--- config.mk ---
export PLATFORM = sky130hd
export DESIGN_NAME = two_beam_direction_people_counter
export DESIGN_NICKNAME = d
export VERILOG_FILES = /design/src/sv/tbdpc_pkg.sv /design/src/sv/tbdpc_core.sv /design/src/sv/tbdpc_out_reg.sv /design/src/sv/two_beam_direction_people_counter.sv
export SDC_FILE = /design/constraint.sdc
export NUM_CORES = 1
export LEC_CHECK = 0
export BUFFER_PORTS_ARGS = -buffer_cell sky130_fd_sc_hd__clkbuf_2
export CORE_AREA = 4 4 111 219
export DETAILED_ROUTE_END_ITERATION = 8
export DIE_AREA = 0 0 115 223
export PLACE_DENSITY = 0.62
export SLEW_MARGIN = 0
export SYNTH_ARGS = -nofsm -noshare
export SYNTH_HDL_FRONTEND = slang
export SYNTH_SLANG_ARGS = --single-unit
export TNS_END_PERCENT = 20
--- constraint.sdc ---
create_clock -name clk -period 5.2 [get_ports clk]
set_clock_uncertainty 0.2 [all_clocks]
set_input_delay 0.26 -clock clk [delete_from_list [all_inputs] [get_ports clk]]
set_output_delay 0.26 -clock clk [all_outputs]
set_load 0.02 [all_outputs]
--- src/sv/tbdpc_pkg.sv ---
package tbdpc_pkg;

	// fixed field widths
	localparam int TICKS_W = 12;
	localparam int OCC_W = 16;
	localparam int WAIT_W = 16;
	localparam int CFG_DATA_W = 16;
	localparam int CFG_IDX_W = 2;

	localparam int TICK_WIDTH_DEF = 12;

	// register indexes
	localparam logic [CFG_IDX_W-1:0] CFG_NEAR_TICKS = 2'd0;
	localparam logic [CFG_IDX_W-1:0] CFG_MAX_TICKS = 2'd1;
	localparam logic [CFG_IDX_W-1:0] CFG_WAIT_LIMIT = 2'd2;

	// register reset values (625 ticks of 2.8 us is the 30 cm near distance)
	localparam logic [TICKS_W-1:0] NEAR_TICKS_RST = 12'd625;
	localparam logic [TICKS_W-1:0] MAX_TICKS_RST = 12'd1500;
	localparam logic [WAIT_W-1:0] WAIT_LIMIT_RST = 16'd30000;

	localparam logic signed [OCC_W-1:0] OCC_MAX = 16'sh7fff;
	localparam logic signed [OCC_W-1:0] OCC_MIN = 16'sh8000;

	typedef enum logic [1:0] {
		PH_IDLE = 2'd0,
		PH_WAIT = 2'd1,
		PH_MEASURE = 2'd2
	} phase_t;

	typedef enum logic [2:0] {
		DIR_IDLE = 3'd0,
		DIR_B_SEEN = 3'd1,
		DIR_B_THEN_A = 3'd2,
		DIR_A_SEEN = 3'd3,
		DIR_A_THEN_B = 3'd4
	} dir_t;

	typedef struct packed {
		logic action;
		logic echo_a;
		logic echo_b;
	} in_t;

	typedef struct packed {
		logic signed [OCC_W-1:0] occupancy;
		logic [2:0] direction_state;
		logic timed_out;
		logic [TICKS_W-1:0] ticks_a;
		logic [TICKS_W-1:0] ticks_b;
	} out_t;

	typedef struct packed {
		logic [TICKS_W-1:0] near_ticks;
		logic [TICKS_W-1:0] max_ticks;
		logic [WAIT_W-1:0] wait_limit;
	} cfg_t;

endpackage

--- src/sv/tbdpc_core.sv ---
module tbdpc_core
	import tbdpc_pkg::*;
#(
	parameter int TICK_WIDTH = TICK_WIDTH_DEF
) (
	input  logic clk,
	input  logic arst_n,
	input  cfg_t cfg,
	input  logic item_valid,
	input  in_t  item,
	input  logic step,
	output logic res_valid,
	output out_t res
);

	localparam int CW = TICK_WIDTH;
	localparam int WW = (CW > TICKS_W) ? CW : TICKS_W;
	localparam logic [WW-1:0] TMASK = WW'((1 << CW) - 1);

	phase_t phase_q, phase_n;
	logic [WAIT_W-1:0] wait_q, wait_n;
	logic [CW-1:0] cnt_a_q, cnt_a_n, cnt_b_q, cnt_b_n;
	dir_t dir_q, dir_n;
	logic signed [OCC_W-1:0] people_q, people_n;

	logic [WW-1:0] lim;
	logic [WW:0] inc_a, inc_b;
	logic sample, both_hi, any_hi, measuring, timeout, finish;
	logic near_a, near_b;

	assign sample = item.action;
	assign both_hi = item.echo_a & item.echo_b;
	assign any_hi = item.echo_a | item.echo_b;
	assign lim = (WW'(cfg.max_ticks) < TMASK) ? WW'(cfg.max_ticks) : TMASK;
	assign inc_a = (WW + 1)'(cnt_a_q) + 1'b1;
	assign inc_b = (WW + 1)'(cnt_b_q) + 1'b1;
	assign near_a = WW'(cnt_a_q) < WW'(cfg.near_ticks);
	assign near_b = WW'(cnt_b_q) < WW'(cfg.near_ticks);

	assign measuring = sample &&
		((phase_q == PH_WAIT && both_hi) || phase_q == PH_MEASURE);
	assign timeout = sample && phase_q == PH_WAIT && !both_hi &&
		wait_q >= cfg.wait_limit;
	assign finish = measuring && !any_hi;

	// ping phase, wait counter and echo counters
	always_comb begin
		phase_n = phase_q;
		wait_n = wait_q;
		cnt_a_n = cnt_a_q;
		cnt_b_n = cnt_b_q;
		if (!sample) begin
			phase_n = PH_WAIT;
			wait_n = '0;
			cnt_a_n = '0;
			cnt_b_n = '0;
		end else if (timeout) begin
			phase_n = PH_IDLE;
		end else if (phase_q == PH_WAIT && !both_hi) begin
			wait_n = wait_q + 1'b1;
		end else if (measuring) begin
			if (any_hi) begin
				phase_n = PH_MEASURE;
				if (item.echo_a)
					cnt_a_n = (inc_a > (WW + 1)'(lim)) ? CW'(lim) : CW'(inc_a);
				if (item.echo_b)
					cnt_b_n = (inc_b > (WW + 1)'(lim)) ? CW'(lim) : CW'(inc_b);
			end else begin
				phase_n = PH_IDLE;
			end
		end
	end

	// direction machine and occupancy, moved only when a measurement closes
	always_comb begin
		dir_n = dir_q;
		people_n = people_q;
		if (finish) begin
			if (near_a || near_b) begin
				unique case (dir_q)
					DIR_B_SEEN: if (near_a) dir_n = DIR_B_THEN_A;
					DIR_B_THEN_A: dir_n = DIR_B_THEN_A;
					DIR_A_SEEN: if (near_b) dir_n = DIR_A_THEN_B;
					DIR_A_THEN_B: dir_n = DIR_A_THEN_B;
					default: dir_n = near_b ? DIR_B_SEEN : DIR_A_SEEN;
				endcase
			end else begin
				if (dir_q == DIR_B_THEN_A && people_q != OCC_MAX)
					people_n = people_q + 16'sd1;
				else if (dir_q == DIR_A_THEN_B && people_q != OCC_MIN)
					people_n = people_q - 16'sd1;
				dir_n = DIR_IDLE;
			end
		end
	end

	// result beat
	always_comb begin
		res_valid = item_valid && (timeout || finish);
		res.occupancy = people_n;
		res.direction_state = dir_n;
		res.timed_out = timeout;
		res.ticks_a = timeout ? '0 : TICKS_W'(WW'(cnt_a_q));
		res.ticks_b = timeout ? '0 : TICKS_W'(WW'(cnt_b_q));
	end

	always_ff @(posedge clk or negedge arst_n) begin
		if (!arst_n) begin
			phase_q <= PH_IDLE;
			wait_q <= '0;
			cnt_a_q <= '0;
			cnt_b_q <= '0;
			dir_q <= DIR_IDLE;
			people_q <= '0;
		end else if (step) begin
			phase_q <= phase_n;
			wait_q <= wait_n;
			cnt_a_q <= cnt_a_n;
			cnt_b_q <= cnt_b_n;
			dir_q <= dir_n;
			people_q <= people_n;
		end
	end

	a_ping_restarts: assert property (@(posedge clk) disable iff (!arst_n)
		step && !item.action |=> phase_q == PH_WAIT && wait_q == '0)
		else $error("ping did not restart the wait phase");

	a_result_idles: assert property (@(posedge clk) disable iff (!arst_n)
		step && res_valid |=> phase_q == PH_IDLE)
		else $error("phase not idle after a result");

	a_people_with_result: assert property (@(posedge clk) disable iff (!arst_n)
		people_q != $past(people_q) |-> $past(step) && $past(res_valid) &&
			!$past(res.timed_out))
		else $error("occupancy moved without a measurement result");

endmodule

--- src/sv/tbdpc_out_reg.sv ---
module tbdpc_out_reg
	import tbdpc_pkg::*;
(
	input  logic clk,
	input  logic arst_n,
	input  logic load,
	input  out_t load_data,
	output logic free,
	output logic out_valid,
	input  logic out_ready,
	output out_t out_data
);

	logic valid_q;
	out_t data_q;

	assign free = !valid_q || out_ready;
	assign out_valid = valid_q;
	assign out_data = data_q;

	always_ff @(posedge clk or negedge arst_n) begin
		if (!arst_n) begin
			valid_q <= 1'b0;
		end else if (load) begin
			valid_q <= 1'b1;
		end else if (out_ready) begin
			valid_q <= 1'b0;
		end
	end

	always_ff @(posedge clk) begin
		if (load) begin
			data_q <= load_data;
		end
	end

endmodule

--- src/sv/two_beam_direction_people_counter.sv ---
// channel   | handshake                  | payload
// ----------+----------------------------+------------------------------------------
// input     | in_valid / in_ready        | in_data: action, echo_a, echo_b
// result    | out_valid / out_ready      | out_data: occupancy, direction_state,
//           |                            |   timed_out, ticks_a, ticks_b
// config    | cfg_we (no wait)           | cfg_index, cfg_data
//
// one input beat per cycle while in_ready stays high; a result passes the input register,
// then the state update loads it into the output register
// reset clears all control state and loads the register defaults, no clearing pass
// in_ready falls only when the input register holds a beat that makes a result
// and the output register is full and not being taken
module two_beam_direction_people_counter
	import tbdpc_pkg::*;
#(
	parameter int TICK_WIDTH = TICK_WIDTH_DEF
) (
	input  logic clk,
	input  logic arst_n,
	input  logic in_valid,
	output logic in_ready,
	input  in_t  in_data,
	output logic out_valid,
	input  logic out_ready,
	output out_t out_data,
	input  logic cfg_we,
	input  logic [CFG_IDX_W-1:0] cfg_index,
	input  logic [CFG_DATA_W-1:0] cfg_data
);

	// configuration registers
	cfg_t cfg_q;

	// input register
	logic vld_s1;
	in_t data_s1;

	// core hookup
	logic res_valid;
	out_t res;
	logic free;
	logic fire;

	// the beat in the input register moves on when it makes no result,
	// or when the output register has room for the one it makes
	assign fire = vld_s1 && (!res_valid || free);
	assign in_ready = !vld_s1 || fire;

	always_ff @(posedge clk or negedge arst_n) begin
		if (!arst_n) begin
			cfg_q.near_ticks <= NEAR_TICKS_RST;
			cfg_q.max_ticks <= MAX_TICKS_RST;
			cfg_q.wait_limit <= WAIT_LIMIT_RST;
		end else if (cfg_we) begin
			unique case (cfg_index)
				CFG_NEAR_TICKS: cfg_q.near_ticks <= cfg_data[TICKS_W-1:0];
				CFG_MAX_TICKS: cfg_q.max_ticks <= cfg_data[TICKS_W-1:0];
				CFG_WAIT_LIMIT: cfg_q.wait_limit <= cfg_data[WAIT_W-1:0];
				default: cfg_q <= cfg_q; // unused index, write ignored
			endcase
		end
	end

	always_ff @(posedge clk or negedge arst_n) begin
		if (!arst_n) begin
			vld_s1 <= 1'b0;
		end else if (in_ready) begin
			vld_s1 <= in_valid;
		end
	end

	always_ff @(posedge clk) begin
		if (in_valid && in_ready) begin
			data_s1 <= in_data;
		end
	end

	tbdpc_core #(
		.TICK_WIDTH(TICK_WIDTH)
	) u_core (
		.clk(clk),
		.arst_n(arst_n),
		.cfg(cfg_q),
		.item_valid(vld_s1),
		.item(data_s1),
		.step(fire),
		.res_valid(res_valid),
		.res(res)
	);

	tbdpc_out_reg u_out_reg (
		.clk(clk),
		.arst_n(arst_n),
		.load(fire && res_valid),
		.load_data(res),
		.free(free),
		.out_valid(out_valid),
		.out_ready(out_ready),
		.out_data(out_data)
	);

endmodule
==> flow_metrics.py <==
metrics = {
    "clock_network": {
        "clockRootBuffer": "clkbuf_16",
        "worstSkewPairLatency_ns": 0.44,
        "clock-sinks": 150,
        "cts_resized": 0,
        "postCtsSetupBuffers": 0,
        "cts_buffer_depth": 2,
        "cts_inserted_buffers": 17,
        "ctsHoldBuffers": 22,
        "clk_pin_slew_worst_paths_ns": 0.06,
        "htree_levels": 4,
        "cts_tree": "yes",
    },
    "flow_run": {
        "maxCapViolCount": 0,
    },
    "global_route": {
        "track_usage": 0.192,
        "grt_pass1_wl_microns": 38400,
        "first_global_vias": 7326,
        "grt_overflow": 0,
        "grt_max_degree": 56,
        "antenna_found_initial": 0,
    },
    "finish": {
        "num-fill-cells": 2180,
        "antenna_cells": 0,
        "seqCellArea_sq_um": 4010,
        "nNetsFinal": 1072,
        "drive_above_1_share": 0.185,
        "fin_area_sq_um": 10500,
        "multiInputGateArea_sq_um": 4550,
        "synthToLayoutAreaGrowth_pct": 17.1,
        "utilization": 0.464,
    },
    "logic_synthesis": {
        "synth-async-reset-ratio": 0.687,
        "ys_seq_area_frac": 0.447,
        "yosysUniqueCellTypes": 70,
        "ys.flop_type": "dfrtp_1",
        "yosys_warnings": 0,
        "syn_inst": 893,
        "synth-seq-cells": 150,
        "synth-edff-count": 47,
        "syn-num-nets": 985,
        "synth.avg_cell_area_sq_um": 10.0,
        "netlist_area_sq_um": 8970,
    },
    "sta": {
        "hold_viol_final": 0,
        "setup_viol": 0,
        "holdWs_ns": 0.151,
        "slew_headroom": 0.380,
        "rsz0062_at_grt": "false",
        "tightest_slew_ns": 0.929,
        "period_needed_ns": 4.37,
        "slew_violations": 0,
        "fmax_ghz": 0.229,
        "fin_crit_sh": 0.841,
        "setup_tns_ns": 0,
    },
    "setup_path": {
        "critPathKind": "reg2reg",
        "cp_data_arrival_time_ns": 4.46,
        "cp_slowest_cell": "o21ba_2",
        "worstSetupEndpointType": "flop",
        "crit_fanout": 14,
        "crit_buf_inv": 1,
        "crit_family": "simple AND/OR/NAND/NOR gates",
        "crit_required_ns": 5.29,
        "cpPeakStageDelay_ns": 0.52,
        "path_cells": "ha_1 > nand3_2 > or3_1 > or3_1 > or3_4 > xnor2_1 > ha_1 > nand3_1 > nor4_1 > a31oi_1 > o21ba_2 > buf_4 > mux2i_1 > o22ai_1",
        "worst_setup_path_start_kind": "flop",
    },
    "drt": {
        "drt-total-wl_microns": 23200,
        "wl_per_cell_microns": 18.2,
        "wl_met3_microns": 597,
        "dr.first_iter.drc_count": 297,
        "drt_first_pass_iters": 7,
        "route.antenna.remaining_nets": 0,
        "drc": 0,
        "vias": 6929,
        "routed.top_layer": "met4",
        "viasPerCell": 5.44,
        "wl_met1_microns": 8400,
        "met2_length_microns": 13100,
    },
    "placement": {
        "placed_cell_area_sq_um": 9620,
        "dp_hpwl_microns": 17700,
        "gp_congestion": 0.877,
        "port_buffers": 71,
    },
    "power": {
        "p_per_area_nw_per_um2": 322,
        "power_leakage_nw": 4.84,
        "p_total_mw": 3.38,
        "ir_worst_vdd_mv": 0.227,
    },
    "die": {
        "rows": 78,
        "die_area_sq_um": 25600,
        "die_w_microns": 115,
        "fp.dieH_microns": 223,
        "fp.coreArea_sq_um": 22600,
        "ioPinCount": 72,
        "start_util": 0.396,
    },
    "run_status": {
        "status": "finished, final reports clean",
    },
    "min_path": {
        "hold_path_class": "in2reg",
    },
}
-- area by class of cell --
cell class / instances / share of cell area
inverters: 67 / 0.0239
repair buffers: 106 / 0.0643
multi-input cells: 638 / 0.433
clock buffers: 19 / 0.0412
flip-flops and latches: 150 / 0.382
clock inverters: 13 / 0.0217
well taps: 280 / 0.0334
-- worst reg2reg max path, delay by kind of cell, from the launching register on --
family / cells / cell delay, ns
flops: 1 / 0.46
mux: 1 / 0.20
compound gates: 3 / 0.69
fa+ha+maj: 2 / 0.56
buf+inv: 1 / 0.24
simple gates: 6 / 1.74
xor+xnor: 1 / 0.14
-- flip-flops by register name (all words and copies together), names as in the netlist, 3 cells and up --
name,count
cfg_q,40
data_s1,3
u_core.cnt_a_q,12
u_core.cnt_b_q,12
u_core.dir_q,3
u_core.people_q,16
u_core.wait_q,16
u_out_reg.out_data,44
-- kinds of logic (layout without fill, tap and decap cells) --
group | count (synthesis) | count (layout) | share of synthesized area
simple gates | 288 | 288 | 0.167
mux | 51 | 51 | 0.0610
fa+ha+maj | 66 | 66 | 0.0921
buf+inv | 105 | 205 | 0.0492
xor+xnor | 58 | 58 | 0.0566
compound gates | 175 | 175 | 0.127
flops | 150 | 150 | 0.447
-- synth_stat cells (5+ instances only) --
library cell / n / area (sq um)
or3_1: 13 / 81.3
o21ai_0: 44 / 220
o22ai_1: 18 / 113
dfstp_2: 19 / 499
nor2b_1: 18 / 113
edfxtp_1: 47 / 1410
nand2_1: 86 / 323
or2_2: 5 / 31.3
nand4_1: 21 / 131
a21o_1: 10 / 75.1
a31oi_1: 14 / 87.6
a211oi_1: 6 / 45.0
xnor2_1: 39 / 342
buf_2: 8 / 40.0
nor4_1: 7 / 43.8
dfrtp_1: 84 / 2100
nand3_1: 24 / 120
inv_1: 67 / 251
a21oi_1: 31 / 155
and3_1: 12 / 75.1
ha_1: 66 / 826
xor2_1: 19 / 166
nor2_1: 56 / 210
o31ai_1: 9 / 67.6
clkbuf_1: 22 / 82.6
mux2_2: 29 / 327
nand2b_1: 6 / 37.5
mux2i_1: 22 / 220
nor3_1: 13 / 65.1
-- where the power goes --
group	internal, mW	switching, mW
registers	1.32	0.0932
clock network	0.898	0.496
logic	0.243	0.327
total	2.47	0.916
-- path summary, 6_finish.rpt --
check	from	end	slack (ns)	cells past startpoint
max	u_core.cnt_a_q[0]	u_core.cnt_a_q[2]	0.83	14
max reg2reg	u_core.cnt_a_q[0]	u_core.cnt_a_q[2]	0.83	14
min reg2reg	cfg_q[2]	cfg_q[2]	0.31	1
min	cfg_index[1]	cfg_q[33]	0.15	5
max in group asynchronous	arst_n	u_core.people_q[12]	3.43	3
min in group asynchronous	arst_n	cfg_q[15]	0.22	2
-- cells in the final DEF (no fill, tap or decap), drive strengths merged, types with 21 or more instances in the layout --
cell and instances:
nor2 56, o21ai 46, edfxtp 47, nand3 25, nand2 87, clkbuf 89
inv 68, mux2i 22, ha 66, mux2 29, nand4 21, a21oi 31
dfrtp 84, dlygate4sd3 22, xnor2 39
-- routing by layer --
metal,vias up,global-route usage
met3,49,0.0320
met4,0,0.102
met2,110,0.361
met5,-,0
li1,3377,-
met1,3393,0.197
-- through the flow --
step | setup WS, ns | instances
after floorplan | 0.372 | 893
after global placement | 0.928 | 1219
after detailed placement | 0.866 | 1219
after CTS | 0.852 | 1273
after global routing | 0.526 | 1273
final | 0.829 | 1273
Power figures use the tool's default switching activity.
